**config.mk**
```make
export PLATFORM = sky130hd
export DESIGN_NAME = rsi_mul
export DESIGN_NICKNAME = d
export VERILOG_FILES = /design/src/ray_sphere_intersect_defines.svh /design/src/rsi_pkg.sv /design/src/rsi_mul.sv
export SDC_FILE = /design/constraint.sdc
export NUM_CORES = 2
export LEC_CHECK = 0
export ABC_AREA = 1
export BUFFER_PORTS_ARGS = -buffer_cell sky130_fd_sc_hd__buf_2
export CORE_ASPECT_RATIO = 1.75
export CORE_MARGIN = 2
export CORE_UTILIZATION = 39
export DETAILED_ROUTE_END_ITERATION = 8
export SLEW_MARGIN = 5
export SYNTH_ARGS = -nofsm -noshare
export SYNTH_HDL_FRONTEND = slang
export SYNTH_SLANG_ARGS = --single-unit
export TNS_END_PERCENT = 10
```
**constraint.sdc**
```tcl
create_clock -name clock -period 16.3 [get_ports clock]
set_input_delay 2.445 -clock clock [delete_from_list [all_inputs] [get_ports clock]]
set_output_delay 2.445 -clock clock [all_outputs]
set_load 0.02 [all_outputs]
```
**src/ray_sphere_intersect_defines.svh**
```systemverilog
// ----------------------------------------------------------------------------
// ray sphere intersect assertion macros
// shared property forms for the ray sphere datapath checks
// ----------------------------------------------------------------------------
`ifndef RAY_SPHERE_INTERSECT_DEFINES_SVH
`define RAY_SPHERE_INTERSECT_DEFINES_SVH

// same-cycle implication, quiet during reset
`define RSI_ASSERT_NOW(lbl, ante, cons, msg) \
   lbl: assert property (@(posedge clock) disable iff (reset) (ante) |-> (cons)) \
      else $error(msg);

// next-cycle implication, quiet during reset
`define RSI_ASSERT_NEXT(lbl, ante, cons, msg) \
   lbl: assert property (@(posedge clock) disable iff (reset) (ante) |=> (cons)) \
      else $error(msg);

`endif

```
**src/rsi_pkg.sv**
```systemverilog
// ----------------------------------------------------------------------------
// rsi_pkg
// fixed widths, register codes and cell sizes for the ray sphere datapath
// ----------------------------------------------------------------------------
package rsi_pkg;

   localparam int IN_W       = 32;             // one coordinate field
   localparam int REQ_W      = 6 * IN_W;       // origin xyz, direction xyz
   localparam int RAD_W      = 31;             // radius field
   localparam int DIST_W     = 31;             // hit distance field
   localparam int RSP_W      = 32;             // hit + distance
   localparam int DIG_W      = 16;             // multiplier digit per cell
   localparam int CSR_IDX_W  = 4;
   localparam int CSR_DATA_W = 32;

   typedef enum logic [CSR_IDX_W-1:0] {
      REG_CENTER_X = 4'd0,
      REG_CENTER_Y = 4'd1,
      REG_CENTER_Z = 4'd2,
      REG_RADIUS   = 4'd3
   } csr_reg_type;

endpackage

```
**src/rsi_mul.sv**
```systemverilog
// ----------------------------------------------------------------------------
// rsi_mul
// digit-serial multiplier row, one DIG_W-bit digit of b per cell
// ----------------------------------------------------------------------------
module rsi_mul import rsi_pkg::*; #(
   parameter int AW = 33,
   parameter int BW = 33,
   parameter int PW = 1
) (
   input  logic             clock,
   input  logic             en,
   input  logic [AW-1:0]    a,
   input  logic [BW-1:0]    b,
   input  logic [PW-1:0]    pay_in,
   output logic [AW+BW-1:0] prod,
   output logic [PW-1:0]    pay_out
);

   localparam int NC   = (BW + DIG_W - 1) / DIG_W;
   localparam int XW   = NC * DIG_W;
   localparam int PPW  = AW + DIG_W;
   localparam int ACCW = AW + BW;

   logic [AW-1:0]   a_ff   [NC];
   logic [XW-1:0]   b_ff   [NC];
   logic [ACCW-1:0] acc_ff [NC];
   logic [PW-1:0]   pay_ff [NC];

   for (genvar i = 0; i < NC; i++) begin : g_cell
      logic [AW-1:0]   a_in;
      logic [XW-1:0]   b_in;
      logic [ACCW-1:0] acc_prev;
      logic [ACCW-1:0] acc_in;
      logic [PW-1:0]   pay_c;
      logic [PPW-1:0]  pp;

      if (i == 0) begin : g_first
         assign a_in     = a;
         assign b_in     = XW'(b);
         assign acc_prev = '0;
         assign pay_c    = pay_in;
      end else begin : g_next
         assign a_in     = a_ff[i-1];
         assign b_in     = b_ff[i-1];
         assign acc_prev = acc_ff[i-1];
         assign pay_c    = pay_ff[i-1];
      end

      // partial product of this cell's digit
      assign pp     = PPW'(a_in) * PPW'(b_in[i*DIG_W +: DIG_W]);
      assign acc_in = acc_prev + (ACCW'(pp) << (i * DIG_W));

      always_ff @(posedge clock) begin
         if (en) begin
            a_ff[i]   <= a_in;
            b_ff[i]   <= b_in;
            acc_ff[i] <= acc_in;
            pay_ff[i] <= pay_c;
         end
      end
   end

   assign prod    = acc_ff[NC-1];
   assign pay_out = pay_ff[NC-1];

endmodule

```
==> summary.md <==
Among the stages of the critical path, the cell type that occurs most often is sky130_fd_sc_hd__nand2_1. Counting the buffers created by CTS gives 29. The tools report the nature of the critical path endpoint as a flip-flop. The final route contains 36704 vias. The run gives 50 as the number of distinct standard cells referenced by the synthesized netlist. The kind of cell with the highest combined delay along the critical path is adder cells. The most used flip-flop cell after synthesis is sky130_fd_sc_hd__edfxtp_1. The worst setup path is of the flip-flop to flip-flop kind. On the critical path, the stage with the largest delay is an instance of sky130_fd_sc_hd__edfxtp_1.

Summed over all nets, the half-perimeter wirelength after detailed placement is 117 mm. The worst path uses 54.2% of the clock period. Setup violations remaining at the end of the flow were counted as 0. Counting flops with an async set or reset pin after synthesis yields a share of 0%. The number of primary I/O pins came out at 136. Across the run, the number of max-cap violations was 0. In this run the horizontal extent of the chip is 270 um. Post-CTS repair changed the size of 0 cells.

After floorplanning, the core was divided into 170 placement rows. The critical path contains buffers and inverters numbering 5 combined. Between clock sinks in the finished design, the worst skew comes to 0.0358 ns. Summed over all failing endpoints, the final setup total negative slack is 0 ns. The run gives 0 as the Yosys warning count. The mapped netlist covers 48200 um2.

Measured along the y axis, the die boundary spans 469 um. The CTS clock-pin slew for the worst setup and hold paths came out at 0.07 ns. For the pin with the worst max-slew slack, the measured transition is 1.24 ns.

The post-route DRC violation count is 0. The average cell area after synthesis is 8.22 um2, and the placer congestion estimate is 0.934. The class of the tightest hold or removal check was flip-flop to flip-flop.

After detailed routing, the average wire length per cell comes to 19.4 um. The routed wire length came out at 143 mm. The peak fanout along the critical path is 17, and the number of nets still failing antenna checks after routing is 0. The leading cell type in the layout, fill and taps excluded was sky130_fd_sc_hd__nand2_1.

TritonCTS built the clock tree. STA puts the critical path data arrival time at 9.19 ns. The run gives 5 as the first-pass iteration count of the detailed router. Worst hold slack after final layout: 0.417 ns. For the number of global-route vias before repair, the log shows 40819. Dividing the detail-routed via count by the number of cells gives 4.96. Setup repair after global routing left no endpoint under its margin.

Port buffering added 135 buffers. The later pin in the worst-skew pair is clocked with a latency of 0.63 ns. Hold repair after CTS inserted 0 buffers. The cell count after synthesis came out at 5869.

The number of DRC violations after detailed-routing iteration 0 is 1947. Number of pins exceeding their max-slew limit in the final report: 0. Leaving out fill and tap cells, the most frequent cells in the layout are 1655 x sky130_fd_sc_hd__nand2_1, 1496 x sky130_fd_sc_hd__inv_1, 866 x sky130_fd_sc_hd__fa_1, 312 x sky130_fd_sc_hd__ha_1, 268 x sky130_fd_sc_hd__edfxtp_1. The fraction of final layout cells sized beyond drive strength 1 works out to 6.05%.

The initial utilization of the core area, before any placement, comes to 39.3%. Once the clock tree was built, the setup fixing pass inserted 0 buffers. The run gives 159 as the maximum number of pins on one net before global-route repair. The stage delay of the slowest cell on the critical path works out to 1.17 ns. After synthesis the netlist holds a flip-flop and latch count of 268. The initial antenna violation count is 7. After layout, the minimum clock period comes to 8.84 ns.

The worst-case clock buffer depth is 3, and the data required time of the worst path is 16.65 ns. The hold violation count in the final report came out at 0. The logs give 16.7% for the portion of the post-synthesis area used by sequential elements and 17.2% for the headroom to the max-slew limit. The first global-routing pass estimated 226 mm of wire. From synthesis to final layout, the design area changed by 5.22%. Synthesis produced a netlist with a net count of 7116.

Timing would allow up to 113 MHz. The TritonCTS sink count is 268. Global routing used 23.2% of the available tracks across all layers.

The run finished with clean final reports. The root buffer cell chosen for the clock tree is sky130_fd_sc_hd__clkbuf_16. The net count of the finished layout was 6990. The tools report the type of origin of the critical path as a flip-flop.

The maximum level of the CTS H-tree is 1. In this run, synthesis inferred 268 flip-flops with an integrated enable. The die covers 127000 um2. Global routing finished with a remaining overflow of 0.

In this run the standard cell core region covers 123000 um2.
-- registers in the layout (all words and copies together), names as in the netlist --
register and flops:
acc_ff 181, a_ff 66, b_ff 18, pay_ff 3
-- stage by stage --
step | instance area, um2 | std cells | utilization [%] | worst slack (ns)
after CTS | 50700 | 7398 | 41.3 | 7.41
after global placement | 49800 | 7346 | 40.6 | 7.42
after floorplan | 48200 | 5869 | - | 8.34
after global routing | 50800 | 7399 | 41.4 | 7.22
after detailed placement | 49800 | 7346 | 40.6 | 7.26
final | 50800 | 7401 | 41.4 | 7.46
-- path summary, 6_finish.rpt --
kind | slack, ns | cells after the start | startpoint | endpoint
setup / recovery | 7.46 | 29 | a_ff[0][12]$_DFFE_PP_ | acc_ff[0][119]$_DFFE_PP_
setup reg to reg | 7.46 | 29 | a_ff[0][12]$_DFFE_PP_ | acc_ff[0][119]$_DFFE_PP_
hold / removal | 0.42 | 0 | acc_ff[0][70]$_DFFE_PP_ | acc_ff[0][136]$_DFFE_PP_
hold reg to reg | 0.42 | 0 | acc_ff[0][70]$_DFFE_PP_ | acc_ff[0][136]$_DFFE_PP_
-- worst reg2reg max path: cells and delay by family (launching register included) --
family | cells | cell delay (ns)
buffers and inverters | 5 | 0.30
adders and majority gates | 8 | 3.87
xor gates and xnor gates | 2 | 0.33
and+or+nand+nor | 12 | 2.35
AOI/OAI and AO/OA | 2 | 0.53
DFF | 1 | 1.17
-- synthesized netlist by cell type (all sizes together) (54+ instances only) --
library cell	instances	area, um2
nand2	1712	6610
inv	1511	5670
fa	866	17300
ha	312	3900
edfxtp	268	8050
clkbuf	265	995
nor2	218	933
a21oi	172	887
xor2	95	832
nand3	86	480
o21ai	83	427
buf	66	495
xnor2	54	473
-- area by class of cell --
type | count | area (um2)
Fill cell | 12486 | 72000
Multi-Input combinational cell | 3758 | 33000
Sequential cell | 268 | 8050
Inverter | 1512 | 5680
Tap cell | 1634 | 2040
Timing Repair Buffer | 174 | 991
Clock buffer | 31 | 733
Clock inverter | 21 | 234
Antenna cell | 3 | 7.51
-- logic make-up after synthesis --
| logic type | share of synthesized area (%) |
|---|---|
| flops | 16.7 |
| fa+ha+maj | 44.0 |
| buf+inv | 14.9 |
| compound gates | 4.37 |
| simple gates | 17.3 |
| xor+xnor | 2.71 |
-- per-layer routing --
metal | global-route usage [%] | wire length [um] | part of all wire (%) | vias up
met5 | 0 | 11 | 0.0077 | -
met4 | 11.5 | 8140 | 5.7 | 2
met3 | 1.68 | 5380 | 3.7 | 403
met2 | 46.4 | 80800 | 56 | 1050
met1 | 23.7 | 49100 | 34 | 18463
li1 | - | - | - | 16786
Power is left out: the tool's default activity adds up to more than one toggle a clock period on the data nets, which glitch-free logic cannot reach.
